**config.mk**
```make
export PLATFORM = sky130hd
export DESIGN_NAME = ook_pwm_frame_encoder_flat
export DESIGN_NICKNAME = d
export VERILOG_FILES = /design/src/rtl/ookpwm_pkg.sv /design/src/rtl/ookpwm_req_if.sv /design/src/rtl/ookpwm_seg_if.sv /design/src/rtl/ook_pwm_frame_encoder.sv /design/src/flat_wrapper.sv
export SDC_FILE = /design/constraint.sdc
export NUM_CORES = 1
export LEC_CHECK = 0
export ABC_CLOCK_PERIOD_IN_PS = 9500
export CAP_MARGIN = 30
export CORE_MARGIN = 4
export CORE_UTILIZATION = 30
export DETAILED_ROUTE_END_ITERATION = 8
export DONT_BUFFER_PORTS = 1
export PLACE_DENSITY = 0.51
export SLEW_MARGIN = 10
export SYNTH_ARGS = -nofsm -noshare
export SYNTH_HDL_FRONTEND = slang
export SYNTH_SLANG_ARGS = --single-unit
```
**constraint.sdc**
```tcl
create_clock -name clk -period 9.5 [get_ports clk]
set_input_delay 0.475 -clock clk [delete_from_list [all_inputs] [get_ports clk]]
set_output_delay 0.475 -clock clk [all_outputs]
set_load 0.005 [all_outputs]
```
**src/rtl/ookpwm_pkg.sv**
```systemverilog
// ----------------------------------------------------------------------------
// ookpwm_pkg
// Shared types and codes for the on-off-keyed pulse-width frame encoder.
// ----------------------------------------------------------------------------
`default_nettype none

package ookpwm_pkg;

  localparam int unsigned TIME_W      = 16;
  localparam int unsigned FRAME_W     = 64;
  localparam int unsigned WORD_W      = 32;
  localparam int unsigned COUNT_W     = 8;
  localparam int unsigned OP_W        = 2;
  localparam int unsigned BIT_IDX_W   = 7;
  localparam int unsigned CFG_IDX_W   = 3;

  localparam logic [BIT_IDX_W-1:0] FRAME_BIT_COUNT = 7'd64;
  localparam logic [COUNT_W-1:0]   COUNT_MAX       = 8'd255;

  typedef enum logic [OP_W-1:0] {
    OP_START = 2'd0,
    OP_NEXT  = 2'd1,
    OP_STOP  = 2'd2,
    OP_NONE  = 2'd3
  } op_t;

  typedef enum logic [CFG_IDX_W-1:0] {
    REG_ONE_HIGH      = 3'd0,
    REG_ONE_LOW       = 3'd1,
    REG_ZERO_HIGH     = 3'd2,
    REG_ZERO_LOW      = 3'd3,
    REG_PREAMBLE_HIGH = 3'd4,
    REG_PREAMBLE_LOW  = 3'd5,
    REG_FRAME_GAP     = 3'd6,
    REG_UNUSED        = 3'd7
  } cfg_reg_t;

  typedef enum logic [2:0] {
    PH_PRE_HIGH = 3'b001,
    PH_PRE_LOW  = 3'b010,
    PH_DATA     = 3'b100
  } phase_t;

  localparam logic [TIME_W-1:0] RST_ONE_HIGH      = 16'd560;
  localparam logic [TIME_W-1:0] RST_ONE_LOW       = 16'd280;
  localparam logic [TIME_W-1:0] RST_ZERO_HIGH     = 16'd280;
  localparam logic [TIME_W-1:0] RST_ZERO_LOW      = 16'd560;
  localparam logic [TIME_W-1:0] RST_PREAMBLE_HIGH = 16'd8000;
  localparam logic [TIME_W-1:0] RST_PREAMBLE_LOW  = 16'd4000;
  localparam logic [TIME_W-1:0] RST_FRAME_GAP     = 16'd12000;

endpackage

`default_nettype wire

```
**src/rtl/ookpwm_req_if.sv**
```systemverilog
// ----------------------------------------------------------------------------
// ookpwm_req_if
// Request channel: valid/ready handshake with op, frame words and repeat count.
// ----------------------------------------------------------------------------
`default_nettype none

interface ookpwm_req_if;
  logic        valid;
  logic        ready;
  logic [1:0]  op;
  logic [31:0] frame_high_word;
  logic [31:0] frame_low_word;
  logic [7:0]  repeat_count;

  modport source (
    output valid, op, frame_high_word, frame_low_word, repeat_count,
    input  ready
  );
  modport sink (
    input  valid, op, frame_high_word, frame_low_word, repeat_count,
    output ready
  );
endinterface

`default_nettype wire

```
**src/rtl/ookpwm_seg_if.sv**
```systemverilog
// ----------------------------------------------------------------------------
// ookpwm_seg_if
// Segment channel: valid/ready handshake with level, length and finished flag.
// ----------------------------------------------------------------------------
`default_nettype none

interface ookpwm_seg_if;
  logic        valid;
  logic        ready;
  logic        line_level;
  logic [15:0] segment_length;
  logic        finished;

  modport source (
    output valid, line_level, segment_length, finished,
    input  ready
  );
  modport sink (
    input  valid, line_level, segment_length, finished,
    output ready
  );
endinterface

`default_nettype wire

```
**src/rtl/ook_pwm_frame_encoder.sv**
```systemverilog
// ----------------------------------------------------------------------------
// ook_pwm_frame_encoder
// Emits one level/duration segment per next-segment request for an on-off
// keyed pulse-width frame: preamble, 64 data bits MSB first, inter-frame gap.
// ----------------------------------------------------------------------------
// Output: a next-segment beat's segment is registered and shows in the cycle after acceptance.
// Throughput: one request beat per cycle while the output register is empty or being
// drained; the single output register takes a new segment in the same cycle that the previous one is drained.
// Reset: synchronous; timing registers return to defaults, encoder goes idle,
// output register empties.
`default_nettype none

module ook_pwm_frame_encoder (
  input  wire logic                          clk,
  input  wire logic                          rst,
  ookpwm_req_if.sink                         req,
  ookpwm_seg_if.source                       seg,
  input  wire logic                          cfg_we,
  input  wire logic [ookpwm_pkg::CFG_IDX_W-1:0] cfg_index,
  input  wire logic [ookpwm_pkg::TIME_W-1:0]    cfg_data
);
  import ookpwm_pkg::*;

  logic [TIME_W-1:0] one_high_time, one_low_time, zero_high_time, zero_low_time;
  logic [TIME_W-1:0] preamble_high_time, preamble_low_time, frame_gap_time;

  logic [FRAME_W-1:0]   frame_bits;
  logic                 active;
  phase_t               phase;
  logic [BIT_IDX_W-1:0] bit_index;
  logic                 low_half;
  logic [COUNT_W-1:0]   frames_sent;
  logic [COUNT_W-1:0]   frames_wanted;

  logic                 seg_valid;
  logic                 seg_level;
  logic [TIME_W-1:0]    seg_length;
  logic                 seg_finished;

  logic                 active_next;
  phase_t               phase_next;
  logic [BIT_IDX_W-1:0] bit_index_next;
  logic                 low_half_next;
  logic [COUNT_W-1:0]   frames_sent_next;
  logic                 emit;
  logic                 emit_level;
  logic [TIME_W-1:0]    emit_length;
  logic                 emit_finished;

  logic                 accept;
  logic                 cur_bit;
  logic [COUNT_W-1:0]   sent_inc;
  op_t                  op;

  assign op        = op_t'(req.op);
  assign req.ready = !seg_valid || seg.ready;
  assign accept    = req.valid && req.ready;

  assign seg.valid          = seg_valid;
  assign seg.line_level     = seg_level;
  assign seg.segment_length = seg_length;
  assign seg.finished       = seg_finished;

  assign cur_bit  = frame_bits[~bit_index[5:0]];
  assign sent_inc = (frames_sent < COUNT_MAX) ? frames_sent + 1'b1 : frames_sent;

  // Configuration registers
  always_ff @(posedge clk) begin
    if (rst) begin
      one_high_time      <= RST_ONE_HIGH;
      one_low_time       <= RST_ONE_LOW;
      zero_high_time     <= RST_ZERO_HIGH;
      zero_low_time      <= RST_ZERO_LOW;
      preamble_high_time <= RST_PREAMBLE_HIGH;
      preamble_low_time  <= RST_PREAMBLE_LOW;
      frame_gap_time     <= RST_FRAME_GAP;
    end else if (cfg_we) begin
      unique case (cfg_reg_t'(cfg_index))
        REG_ONE_HIGH:      one_high_time      <= cfg_data;
        REG_ONE_LOW:       one_low_time       <= cfg_data;
        REG_ZERO_HIGH:     zero_high_time     <= cfg_data;
        REG_ZERO_LOW:      zero_low_time      <= cfg_data;
        REG_PREAMBLE_HIGH: preamble_high_time <= cfg_data;
        REG_PREAMBLE_LOW:  preamble_low_time  <= cfg_data;
        REG_FRAME_GAP:     frame_gap_time     <= cfg_data;
        default: ;
      endcase
    end
  end

  // Next segment and sequencer state for a next-segment request
  always_comb begin
    active_next      = active;
    phase_next       = phase;
    bit_index_next   = bit_index;
    low_half_next    = low_half;
    frames_sent_next = frames_sent;
    emit_level       = 1'b0;
    emit_length      = '0;
    emit_finished    = 1'b0;
    if (!active) begin
      emit_finished = 1'b1;
    end else begin
      priority case (phase)
        PH_PRE_HIGH: begin
          phase_next  = PH_PRE_LOW;
          emit_level  = 1'b1;
          emit_length = preamble_high_time;
        end
        PH_PRE_LOW: begin
          phase_next     = PH_DATA;
          bit_index_next = '0;
          low_half_next  = 1'b0;
          emit_length    = preamble_low_time;
        end
        default: begin
          if (bit_index < FRAME_BIT_COUNT) begin
            if (!low_half) begin
              low_half_next = 1'b1;
              emit_level    = 1'b1;
              emit_length   = cur_bit ? one_high_time : zero_high_time;
            end else begin
              low_half_next  = 1'b0;
              bit_index_next = bit_index + 1'b1;
              emit_length    = cur_bit ? one_low_time : zero_low_time;
            end
          end else begin
            frames_sent_next = sent_inc;
            if (sent_inc >= frames_wanted) begin
              active_next   = 1'b0;
              emit_finished = 1'b1;
            end else begin
              phase_next     = PH_PRE_HIGH;
              bit_index_next = '0;
              low_half_next  = 1'b0;
              emit_length    = frame_gap_time;
            end
          end
        end
      endcase
    end
  end

  assign emit = accept && (op == OP_NEXT);

  // Sequencer state
  always_ff @(posedge clk) begin
    if (rst) begin
      frame_bits    <= '0;
      active        <= 1'b0;
      phase         <= PH_PRE_HIGH;
      bit_index     <= '0;
      low_half      <= 1'b0;
      frames_sent   <= '0;
      frames_wanted <= '0;
    end else if (accept) begin
      unique case (op)
        OP_START: begin
          frame_bits    <= {req.frame_high_word, req.frame_low_word};
          frames_wanted <= req.repeat_count;
          frames_sent   <= '0;
          phase         <= PH_PRE_HIGH;
          bit_index     <= '0;
          low_half      <= 1'b0;
          active        <= 1'b1;
        end
        OP_STOP: active <= 1'b0;
        OP_NEXT: begin
          active      <= active_next;
          phase       <= phase_next;
          bit_index   <= bit_index_next;
          low_half    <= low_half_next;
          frames_sent <= frames_sent_next;
        end
        default: ;
      endcase
    end
  end

  // Output register: load on next-segment request beat, drop once drained
  always_ff @(posedge clk) begin
    if (rst) begin
      seg_valid <= 1'b0;
    end else if (emit) begin
      seg_valid <= 1'b1;
    end else if (seg.ready) begin
      seg_valid <= 1'b0;
    end
  end

  always_ff @(posedge clk) begin
    if (emit) begin
      seg_level    <= emit_level;
      seg_length   <= emit_length;
      seg_finished <= emit_finished;
    end
  end

endmodule

`default_nettype wire
```
**src/flat_wrapper.sv**
```systemverilog
// flat-port wrapper written by rule: the top's interface ports become plain ports
module ook_pwm_frame_encoder_flat import ookpwm_pkg::*;
  (clk, rst, cfg_we, cfg_index, cfg_data, req_valid, req_op, req_frame_high_word, req_frame_low_word, req_repeat_count, req_ready, seg_valid, seg_line_level, seg_segment_length, seg_finished, seg_ready);
  ookpwm_req_if req_i ();
  ookpwm_seg_if seg_i ();
  input  wire logic clk;
  input  wire logic rst;
  input  wire logic cfg_we;
  input  wire logic [ookpwm_pkg::CFG_IDX_W-1:0] cfg_index;
  input  wire logic [ookpwm_pkg::TIME_W-1:0] cfg_data;
  input wire logic [$bits(req_i.valid)-1:0] req_valid;
  input wire logic [$bits(req_i.op)-1:0] req_op;
  input wire logic [$bits(req_i.frame_high_word)-1:0] req_frame_high_word;
  input wire logic [$bits(req_i.frame_low_word)-1:0] req_frame_low_word;
  input wire logic [$bits(req_i.repeat_count)-1:0] req_repeat_count;
  output wire logic [$bits(req_i.ready)-1:0] req_ready;
  output wire logic [$bits(seg_i.valid)-1:0] seg_valid;
  output wire logic [$bits(seg_i.line_level)-1:0] seg_line_level;
  output wire logic [$bits(seg_i.segment_length)-1:0] seg_segment_length;
  output wire logic [$bits(seg_i.finished)-1:0] seg_finished;
  input wire logic [$bits(seg_i.ready)-1:0] seg_ready;
  assign req_i.valid = req_valid;
  assign req_i.op = req_op;
  assign req_i.frame_high_word = req_frame_high_word;
  assign req_i.frame_low_word = req_frame_low_word;
  assign req_i.repeat_count = req_repeat_count;
  assign req_ready = req_i.ready;
  assign seg_valid = seg_i.valid;
  assign seg_line_level = seg_i.line_level;
  assign seg_segment_length = seg_i.segment_length;
  assign seg_finished = seg_i.finished;
  assign seg_i.ready = seg_ready;
  ook_pwm_frame_encoder u_core (.clk(clk), .rst(rst), .req(req_i), .seg(seg_i), .cfg_we(cfg_we), .cfg_index(cfg_index), .cfg_data(cfg_data));
endmodule
```
# After elaboration in Yosys (flattened, before gate mapping)
# Index checks and enable logic that the tools add are counted.
# totals
ff_bits	223
in_bits	98
out_inout_bits	20
word_cells	108
# op_classes
addsub	2
magnitude_cmp	4
n_eq_ne	18
mux	42
n_bitwise	1
n_reduce_logical	23
# ops
op	count
16-bit 2-to-1 mux	5
8-bit 2-to-1 mux	4
16-bit case mux with 2 select lines	1
7-bit 2-to-1 mux	4
7-bit case mux with 2 select lines	2
2-bit AND reduction	9
8-bit case mux with 2 select lines	1
1-bit 2-to-1 mux	15
5-bit AND reduction	3
3-bit case mux with 2 select lines	2
3-bit by 2-bit == test with 1-bit output, second input constant	3
3-bit == test, second input constant	3
3-bit 2-to-1 mux	3
8-bit by 1-bit adder with 8-bit output, second input constant	1
8-bit greater-or-equal comparator	1
8-bit less-than comparator, second input constant	1
4-bit by 3-bit inequality test with 1-bit output, second input constant	2
4-bit inequality test, second input constant	2
7-bit by 1-bit adder with 7-bit output, second input constant	1
6-bit by 7-bit less-than comparator with 1-bit output, second input constant	1
7-bit less-than comparator, second input constant	1
1-bit binary-select mux with 6-bit select	1
3-bit by 1-bit == test with 1-bit output, second input constant	2
2-bit inequality test, second input constant	3
other kinds (15)	19

# Depth between registers and ports, before layout
# Gate-level depths: netlist of run 1.
# depth
ltp_word	8
depth_mapped	14
ltp_nobuf	13

# Least setup slack after synthesis of run 1
# OpenSTA, ideal clock, no wires.
# synth_path
path_kind	reg-to-reg
from	register u_core.frames_sent[3]
to	register u_core.bit_index[4]
setup_time_ps	86
arrival_time_ps	3442
required_time_ps	9414
path_slack_ps	5972
stages_incl_launch_ff	13
n_path_buf	0
period_less_slack_ps	3528
cell_sequence	dfxtp_1 -> and4_1 -> nand4_1 -> and2_1 -> nand3_1 -> xnor2_1 -> ha_1 -> a2111oi_0 -> nand2_1 -> a21oi_1 -> o21ai_1 -> or4_1 -> a211oi_1
# synth_between
elab_chain_len	5
word_cells_on_any_way	6
classes_between	1 x add/sub; 2 x order compare; 1 x eq/ne; 1 x mux; 1 x reduce/logical
# synth_rtl
element	line_no	rtl
from (decl)	ook_pwm_frame_encoder.sv:32	logic [COUNT_W-1:0] frames_sent;
from (signal assigned)	ook_pwm_frame_encoder.sv:173	frames_sent <= frames_sent_next;
8-bit by 1-bit adder with 8-bit output or 8-bit less-than comparator (tied branches)	ook_pwm_frame_encoder.sv:65	assign sent_inc = (frames_sent < COUNT_MAX) ? frames_sent + 1'b1 : frames_sent;
8-bit 2-to-1 mux *	ook_pwm_frame_encoder.sv:65	
8-bit greater-or-equal comparator *	ook_pwm_frame_encoder.sv:129	if (sent_inc >= frames_wanted) begin
4-bit by 3-bit inequality test with 1-bit output (no line) *	-	
6-bit AND reduction (no line) *	-	
to (signal assigned)	ook_pwm_frame_encoder.sv:171	bit_index <= bit_index_next;
to (decl)	ook_pwm_frame_encoder.sv:30	logic [BIT_IDX_W-1:0] bit_index;
# Every way passes the cells marked *; elsewhere a longest branch is shown, timed or not.
# A chain may end at the register's enable or synchronous reset.

# Worst setup path in the final report of run 1
# Same ends and word-level chain as after synthesis.

==> results of run 1 <==
-- per-layer routing --
metal,track usage,share of wire,vias to the layer above,routed length (um)
met3,0.0304,0.056,45,1710
li1,-,-,4307,-
met1,0.224,0.47,4067,14100
met2,0.253,0.45,211,13700
met4,0.0438,0.026,0,783
met5,0,0,-,0
-- cell usage after synthesis (3+ instances only) --
| library cell | count |
|---|---|
| a211oi_1 | 4 |
| a21oi_1 | 175 |
| a221o_1 | 8 |
| a22o_1 | 16 |
| a22oi_1 | 12 |
| a311oi_1 | 8 |
| a31o_2 | 8 |
| and2_1 | 5 |
| and3_1 | 4 |
| buf_1 | 3 |
| buf_2 | 6 |
| clkbuf_1 | 75 |
| dfxtp_1 | 205 |
| edfxtp_1 | 18 |
| ha_1 | 10 |
| inv_1 | 21 |
| mux2_2 | 9 |
| mux2i_1 | 41 |
| mux4_1 | 4 |
| mux4_2 | 10 |
| nand2_1 | 434 |
| nand2b_1 | 7 |
| nand3_1 | 39 |
| nand3b_1 | 4 |
| nand4_1 | 5 |
| nor2_1 | 28 |
| nor2b_1 | 11 |
| nor3_1 | 8 |
| nor3b_1 | 3 |
| o211ai_1 | 6 |
| o21a_1 | 3 |
| o21ai_0 | 11 |
| o221ai_1 | 8 |
| o311a_1 | 8 |
| o31ai_1 | 8 |
| or2_2 | 3 |
| or4_1 | 3 |
| xnor2_1 | 4 |
-- power groups by stage --
| stage | registers, mW | logic, mW | clock network (mW) |
|---|---|---|---|
| final | 0.987 | 0.114 | 1.04 |
| after global routing | 0.990 | 0.129 | 1.11 |
| after CTS | 0.987 | 0.113 | 1.07 |
| after detailed placement | 1.01 | 0.113 | 0 |
| after global placement | 1.01 | 0.111 | 0 |
| after floorplan | 1.00 | 0.0939 | 0 |
-- flip-flops by register name, summed over array words and instances (netlist names), 3 cells and up --
name / cells
u_core.zero_low_time: 16
u_core.seg.segment_length: 16
u_core.phase: 3
u_core.one_low_time: 16
u_core.one_high_time: 16
u_core.frames_wanted: 8
u_core.frames_sent: 8
u_core.bit_index: 7
u_core.preamble_low_time: 16
u_core.zero_high_time: 16
u_core.preamble_high_time: 16
u_core.frame_bits: 64
u_core.frame_gap_time: 16
-- layout make-up --
type | instances | area, um^2
Clock buffer | 41 | 811
Clock inverter | 8 | 93.8
Fill cell | 3543 | 22100
Inverter | 22 | 82.6
Multi-Input combinational cell | 932 | 5230
Sequential cell | 223 | 4640
Tap cell | 448 | 561
Timing Repair Buffer | 21 | 188
-- final timing paths --
kind	endpoint	cells past startpoint	slack, ns	start
worst max-delay path	u_core.bit_index[4]	12	5.46	u_core.frames_sent[3]
worst min-delay path	u_core.frame_bits[37]	1	0.04	rst
worst max register to register	u_core.bit_index[4]	12	5.46	u_core.frames_sent[3]
worst min register to register	u_core.frame_bits[57]	2	0.45	u_core.frame_bits[57]
-- metrics by stage --
step,cell area (um^2),setup WS (ns),utilization
after global placement,10700,5.57,0.316
after floorplan,10300,5.97,-
after CTS,11600,5.47,0.343
after detailed placement,10700,5.46,0.316
after global routing,11600,4.92,0.345
final,11600,5.46,0.345
-- kinds of logic (layout without fill, tap and decap cells) --
family,count (synthesis),after routing,synth area share
buffers and inverters,109,92,0.0424
muxes,67,67,0.0870
adders and majority gates,10,10,0.0122
and+or+nand+nor,560,560,0.224
DFF,223,223,0.452
xor gates and xnor gates,5,5,0.00426
AOI/OAI and AO/OA,290,290,0.178
-- timing repair --
action | in CTS | in global routing
hold endpoints to repair | 0 | 4
endpoints found under the setup margin | 0 | 0
hold buffers | 0 | 1
==> results.toml, run 1 <==
[run_status]
status = "finished, final reports clean"

[yosys]
synth.net_count = 1372
synth_area_per_cell_um2 = 8.13
async_reset_ff_frac = 0
synth_edf_count = 18
synth.distinct_cells = 59
synth_ff_type = "dfxtp_1"
synth_top_area_frac = 0.399
synth.yosys.seq_area_share = 0.452
synth_area_leaders = "dfxtp_1 (40%), nand2_1 (16%), a21oi_1 (8.5%), edfxtp_1 (5.3%), mux2i_1 (4.0%)"
ys_ff_latch = 223
synthesis.area_um2 = 10300
synth_top_area_cell = "dfxtp_1"
synthCells = 1264
synth_warnings = 0

[critical_path]
crit_arrival_ns = 4.48
crit_family = "compound AO/OA/AOI/OAI gates"
cpPeakStageDelay_ns = 0.67
crit_path_end_kind = "register"
slowest_stage = "a2111oi_0"
critical_path.max_fanout = 10
cp_cell_sequence = "and4_1 > nand4_1 > and2_1 > nand3_1 > xnor2_1 > ha_1 > a2111oi_0 > nand2_1 > a21oi_1 > o21ai_1 > or4_1 > a211oi_1"
path_class = "reg -> reg"
worstSetupStartpointType = "register"
critPathBufInv = 0
cp.required_ns = 9.93

[floorplanning]
die_w_um = 193
rows = 67
start_util = 0.305
core-area_um2 = 33700
io-pin-count = 118
die_area_um2 = 37300
fp.dieH_um = 193

[sta]
worstMarginPinSlew_ns = 1.01
skew_ns = 0.0107
maxSlewHeadroom = 0.321
post-route-period-util = 0.426
min_period_ns = 4.04
fmax_ghz = 0.247
rsz0062_at_grt = "no"
setup_viol = 0
holdWs_ns = 0.0369
tns_ns = 0
hold_violations = 0
report.final.slew_viol_count = 0

[job]
maxCapViolCount = 0

[pwr]
p_int_mw = 1.66
ir_worst_vdd_v = 0.000140
seqPwrFrac = 0.461
p_comb_frac = 0.053
power.total_mw = 2.14
switching_share = 0.226
power_switching_mw = 0.485
p_per_area_nw_per_um2 = 184
clkPwrFrac = 0.486
p_leak_nw = 4.16

[cts]
cts.sinks = 223
htree_levels = 1
cts_tree = "done"
path_clk_slew_ns = 0.06
cts_buffers = 27
cts-resized-gates = 0
post_cts_buffers = 0
clock_path_buffers = 3
cts_root_buf = "clkbuf_16"
clock_latency_ns = 0.53

[global_routing]
grt_use_total = 0.160
grt_pass1_vias = 8337
grt_overflow = 0
antenna_found_initial = 0
grt_max_degree = 175
grt_pass1_wl_mm = 47.3

[layout]
nets = 1335
antenna_cells = 0
drive_gt1_frac = 0.0842
final_common_cell = "nand2_1"
instances_no_fill = 1695
layout_common_cells = "nand2_1 (434), dfxtp_1 (205), a21oi_1 (175)"
area_delta_synth_final_pct = 12.9

[route]
viasPerCell = 5.09
ant_nets = 0
routed_wirelength_mm = 30.3
vias = 8630
drc = 0
wl_per_cell_um = 17.9
first_iter_violations = 578
drt_pass1_iterations = 5

[place]
dp_hpwl_mm = 19.8
placedCellCount = 1643
gp_congestion = 0.782
portBuffers = 0

[worst_hold_path]
hp-class = "in -> reg"
Note: power is estimated with default switching activity, not from simulation.
==> inputs of run 2 (changes only) <==
--- a/config.mk
+++ b/config.mk
@@ -5,7 +5,7 @@
 export SDC_FILE = /design/constraint.sdc
 export NUM_CORES = 1
 export LEC_CHECK = 0
-export ABC_CLOCK_PERIOD_IN_PS = 9500
+export ABC_CLOCK_PERIOD_IN_PS = 4200
 export CAP_MARGIN = 30
 export CORE_MARGIN = 4
 export CORE_UTILIZATION = 30
==> constraint.sdc (replaced) <==
create_clock -name clk -period 4.2 [get_ports clk]
set_input_delay 0.21 -clock clk [delete_from_list [all_inputs] [get_ports clk]]
set_output_delay 0.21 -clock clk [all_outputs]
set_load 0.005 [all_outputs]
==> results.toml, run 2 (synthesis gave the netlist of run 1 again) <==
[route]
wl_per_cell_um = 17.7
first_iter_violations = 520
viasPerCell = 5.06
ant_nets = 0
drc = 0
routed_wirelength_mm = 31.7
vias = 9074
drt_pass1_iterations = 5

[layout]
largest_reg_flops = 64
final_common_cell = "nand2_1"
layout_common_cells = "nand2_1 (434), dfxtp_1 (205), a21oi_1 (175)"
finish.instance_area_um2 = 12600
antenna_cells = 0
nets = 1434
instances_no_fill = 1793
area_delta_synth_final_pct = 22.2
drive_gt1_frac = 0.0796
post-route-util = 0.373
largest-register = "u_core.frame_bits"

[sta]
skew_ns = 0.0121
post-route-period-util = 0.900
rsz0062_at_grt = "no"
fmax_ghz = 0.265
tns_ns = 0
worstMarginPinSlew_ns = 0.998
min_period_ns = 3.78
maxSlewHeadroom = 0.334
hold_violations = 0
setup_viol = 0
report.final.slew_viol_count = 0
holdWs_ns = 0.0448
worst_slack_ns = 0.421

[cts]
clock_path_buffers = 3
cts_tree = "done"
clock_latency_ns = 0.54
htree_levels = 1
post_cts_buffers = 0
path_clk_slew_ns = 0.06
cts.sinks = 223
cts_buffers = 27
cts_root_buf = "clkbuf_16"

[place]
dpl_cell_area_um2 = 10700
pre_cts_ws_ns = 0.386
portBuffers = 0
gp_congestion = 0.812
dp_hpwl_mm = 20.0
placedCellCount = 1649

[critical_path]
crit_path_end_kind = "register"
r2r_start = "u_core.frames_sent[3]"
crit_arrival_ns = 4.24
cpPeakStageDelay_ns = 0.56
critical_path.startpoint = "u_core.frames_sent[3]"
critical_path.max_fanout = 6
cp_cell_sequence = "and4_1 > nand4_1 > and2_1 > nand3_1 > xnor2_1 > ha_1 > a2111oi_2 > nand2_1 > a21oi_1 > buf_4 > o31ai_1 > a211o_1 > dlygate4sd3_1 > a21oi_1"
crit_top_cell = "a21oi_1"
slowest_stage = "dlygate4sd3_1"
path_class = "reg -> reg"
worstSetupStartpointType = "register"
cp.required_ns = 4.66

[global_routing]
grt_use_total = 0.170
grt_pass1_vias = 8868
antenna_found_initial = 1
grt_pass1_wl_mm = 50.4
grt_overflow = 0
grt_max_degree = 174

[worst_hold_path]
hp-start = "cfg_index[0]"
hp-class = "in -> reg"

[floorplanning]
core-area_um2 = 33700
die_w_um = 193
die_area_um2 = 37300
start_util = 0.305
rows = 67
fp.dieH_um = 193
io-pin-count = 118

[pwr]
ir_worst_vdd_v = 0.000270
p_per_area_nw_per_um2 = 386
p_leak_nw = 4.56
power.total_mw = 4.85

[run_status]
status = "finished, final reports clean"

[job]
maxCapViolCount = 0
-- run 2: metal layers --
metal | GRT usage | wire length, um | part of all wire
met1 | 0.233 | 14500 | 0.46
met2 | 0.282 | 14600 | 0.46
met3 | 0.0265 | 1810 | 0.057
met4 | 0.0430 | 754 | 0.024
met5 | 0 | 7 | 0.00022
-- run 2: final timing paths --
check             slack (ns)  cells after the start                           end
hold / removal          0.04                      4  u_core.preamble_low_time[12]
setup / recovery        0.42                     14                 u_core.active
setup reg to reg        0.42                     14                 u_core.active
hold reg to reg         0.45                      2         u_core.frame_bits[37]
-- run 2: power by group --
| part | internal, mW | leakage (nW) | switching [mW] |
|---|---|---|---|
| clock network | 1.35 | 0.412 | 0.884 |
| registers | 2.20 | 1.83 | 0.0321 |
| logic | 0.159 | 2.32 | 0.225 |
-- run 2: area by class of cell --
class	instances	area, um^2
Clock inverter	3	43.8
Timing Repair Buffer	120	1190
Multi-Input combinational cell	932	5240
Tap cell	448	561
Clock buffer	45	805
Fill cell	3474	21100
Sequential cell	223	4640
Inverter	22	82.6
-- run 2: worst max-delay path: cells and delay by family (launching register included) --
| kind | cells | cell delay [ns] |
|---|---|---|
| AO/OA/AOI/OAI | 5 | 1.19 |
| AND/OR/NAND/NOR | 5 | 0.90 |
| buffers and inverters | 2 | 0.72 |
| flip-flops | 1 | 0.42 |
| adder cells (fa/ha/maj) | 1 | 0.31 |
| XOR/XNOR | 1 | 0.16 |
-- run 2: timing repair --
item / CTS / global route
gates resized for setup: 0 / 2
endpoints found under the setup margin: 0 / 8
hold endpoints to repair: 204 / 0
hold buffers: 94 / 0
==> inputs of run 3 (changes only) <==
==> constraint.sdc (replaced) <==
create_clock -name clk -period 4.2 [get_ports clk]
set_input_delay 0.84 -clock clk [delete_from_list [all_inputs] [get_ports clk]]
set_output_delay 0.84 -clock clk [all_outputs]
set_load 0.005 [all_outputs]
==> results.toml, run 3 (synthesis gave the netlist of run 1 again) <==
[place]
dp_hpwl_mm = 19.9
gp_congestion = 0.810
portBuffers = 0
pre_cts_ws_ns = 0.451

[global_routing]
top_usage_layer = "met2"
use_met2 = 0.260
grt_overflow = 0
grt_use_total = 0.162
grt_pass1_wl_mm = 48.0
grt_use_met3 = 0.0315
grt_pass1_vias = 8373
met1_usage = 0.228
antenna_found_initial = 0
grt_max_degree = 175

[layout]
layout_common_cells = "nand2_1 (434), dfxtp_1 (205), a21oi_1 (175)"
area_delta_synth_final_pct = 12.4
drive_gt1_frac = 0.0847
largest-register = "u_core.frame_bits"
largest_reg_flops = 64
nets = 1340
antenna_cells = 0
final_common_cell = "nand2_1"

[critical_path]
critical_path.max_fanout = 10
r2r_end = "u_core.bit_index[4]"
r2r_start = "u_core.frames_sent[4]"
worstSetupStartpointType = "register"
r2r_slack_ns = 0.47
crit_path_end_kind = "register"
worst_r2r_path_depth = 12
cp.required_ns = 4.63
path_class = "reg -> reg"
crit_arrival_ns = 4.16

[cts]
cts_tree = "done"
cts.sinks = 223
path_clk_slew_ns = 0.06
htree_levels = 1
cts_root_buf = "clkbuf_16"
cts-hold-fix-buffers = 0
clock_path_buffers = 3
cts_buffers = 26
clock_latency_ns = 0.53

[route]
vias = 8672
ant_nets = 0
drc = 0
viasPerCell = 5.10
wl_per_cell_um = 18.1
drt_pass1_iterations = 5
first_iter_violations = 572
routed_wirelength_mm = 30.7

[floorplanning]
start_util = 0.305
io-pin-count = 118
die_w_um = 193
fp.dieH_um = 193
die_area_um2 = 37300
rows = 67
core-area_um2 = 33700

[sta]
worstMarginPinSlew_ns = 0.994
report.final.slew_viol_count = 0
skew_ns = 0.0202
maxSlewHeadroom = 0.336
fmax_ghz = 0.268
hold_violations = 0
post-route-period-util = 0.888
rsz0062_at_grt = "no"
worst_slack_ns = 0.470
setup_viol = 0
tns_ns = 0
min_period_ns = 3.73

[job]
maxCapViolCount = 0

[pwr]
p_leak_nw = 4.13
p_per_area_nw_per_um2 = 400
ir_worst_vdd_v = 0.000226

[worst_hold_path]
hold_end = "u_core.frame_bits[56]"
hp-class = "in -> reg"
hp-start = "rst"
holdPathStages = 1

[run_status]
status = "finished, final reports clean"
## run 3: cell type report
| cell class | instances | area [um^2] |
|---|---|---|
| fillers | 3573 | 22100 |
| clock buffers | 44 | 778 |
| clock inverters | 3 | 28.8 |
| well taps | 448 | 561 |
| multi-input cells | 932 | 5230 |
| flip-flops and latches | 223 | 4640 |
| repair buffers | 27 | 228 |
| inverters | 22 | 82.6 |
## run 3: routing by layer
layer  up-vias  part of all wire
met4         0             0.014
met5         -                 0
met1      4114              0.48
met2       215              0.45
li1       4311                 -
met3        32             0.059
## run 3: through the flow
step	instance area [um^2]	util	instances	power, mW	hold WS, ns
final	11600	0.343	1699	4.62	0.386
after global routing	11600	0.343	1699	4.79	0.372
after CTS	11500	0.341	1696	4.66	0.370
after detailed placement	10700	0.317	1649	2.54	0.439
after global placement	10700	0.317	1648	2.53	0.434
after floorplan	10300	-	1264	2.48	0.432
## run 3: critical path, cell delays in order (launching register included)
cell	delay [ns]
dfxtp_1	0.41
and4_1	0.28
nand4_1	0.20
and2_1	0.23
nand3_1	0.10
xnor2_1	0.16
ha_1	0.30
a2111oi_1	0.59
nand2_1	0.09
a21oi_1	0.18
o21ai_1	0.30
or4_1	0.55
a211oi_1	0.24
## run 3: timing repair
action,4_1_cts,5_1_grt
gates resized for setup,0,1
setup endpoints to repair,0,3
setup buffers,0,0
## run 3: worst max path at each step
stage / from / end / slack (ns) / depth (start not counted)
after global routing: u_core.frames_sent[3] / u_core.bit_index[4] / 0.07 / 12
after floorplan: u_core.frames_sent[3] / u_core.bit_index[4] / 0.67 / 12
after global placement: u_core.frames_sent[3] / u_core.bit_index[4] / 0.43 / 12
after CTS: u_core.frames_sent[4] / u_core.bit_index[4] / 0.40 / 12
after detailed placement: u_core.frames_sent[3] / u_core.bit_index[4] / 0.45 / 12
final: u_core.frames_sent[4] / u_core.bit_index[4] / 0.47 / 12
## run 3: power by group
group | total [mW] | internal [mW] | switching, mW
registers | 2.23 | 2.20 | 0.0319
clock network | 2.12 | 1.25 | 0.866
logic | 0.266 | 0.0981 | 0.168
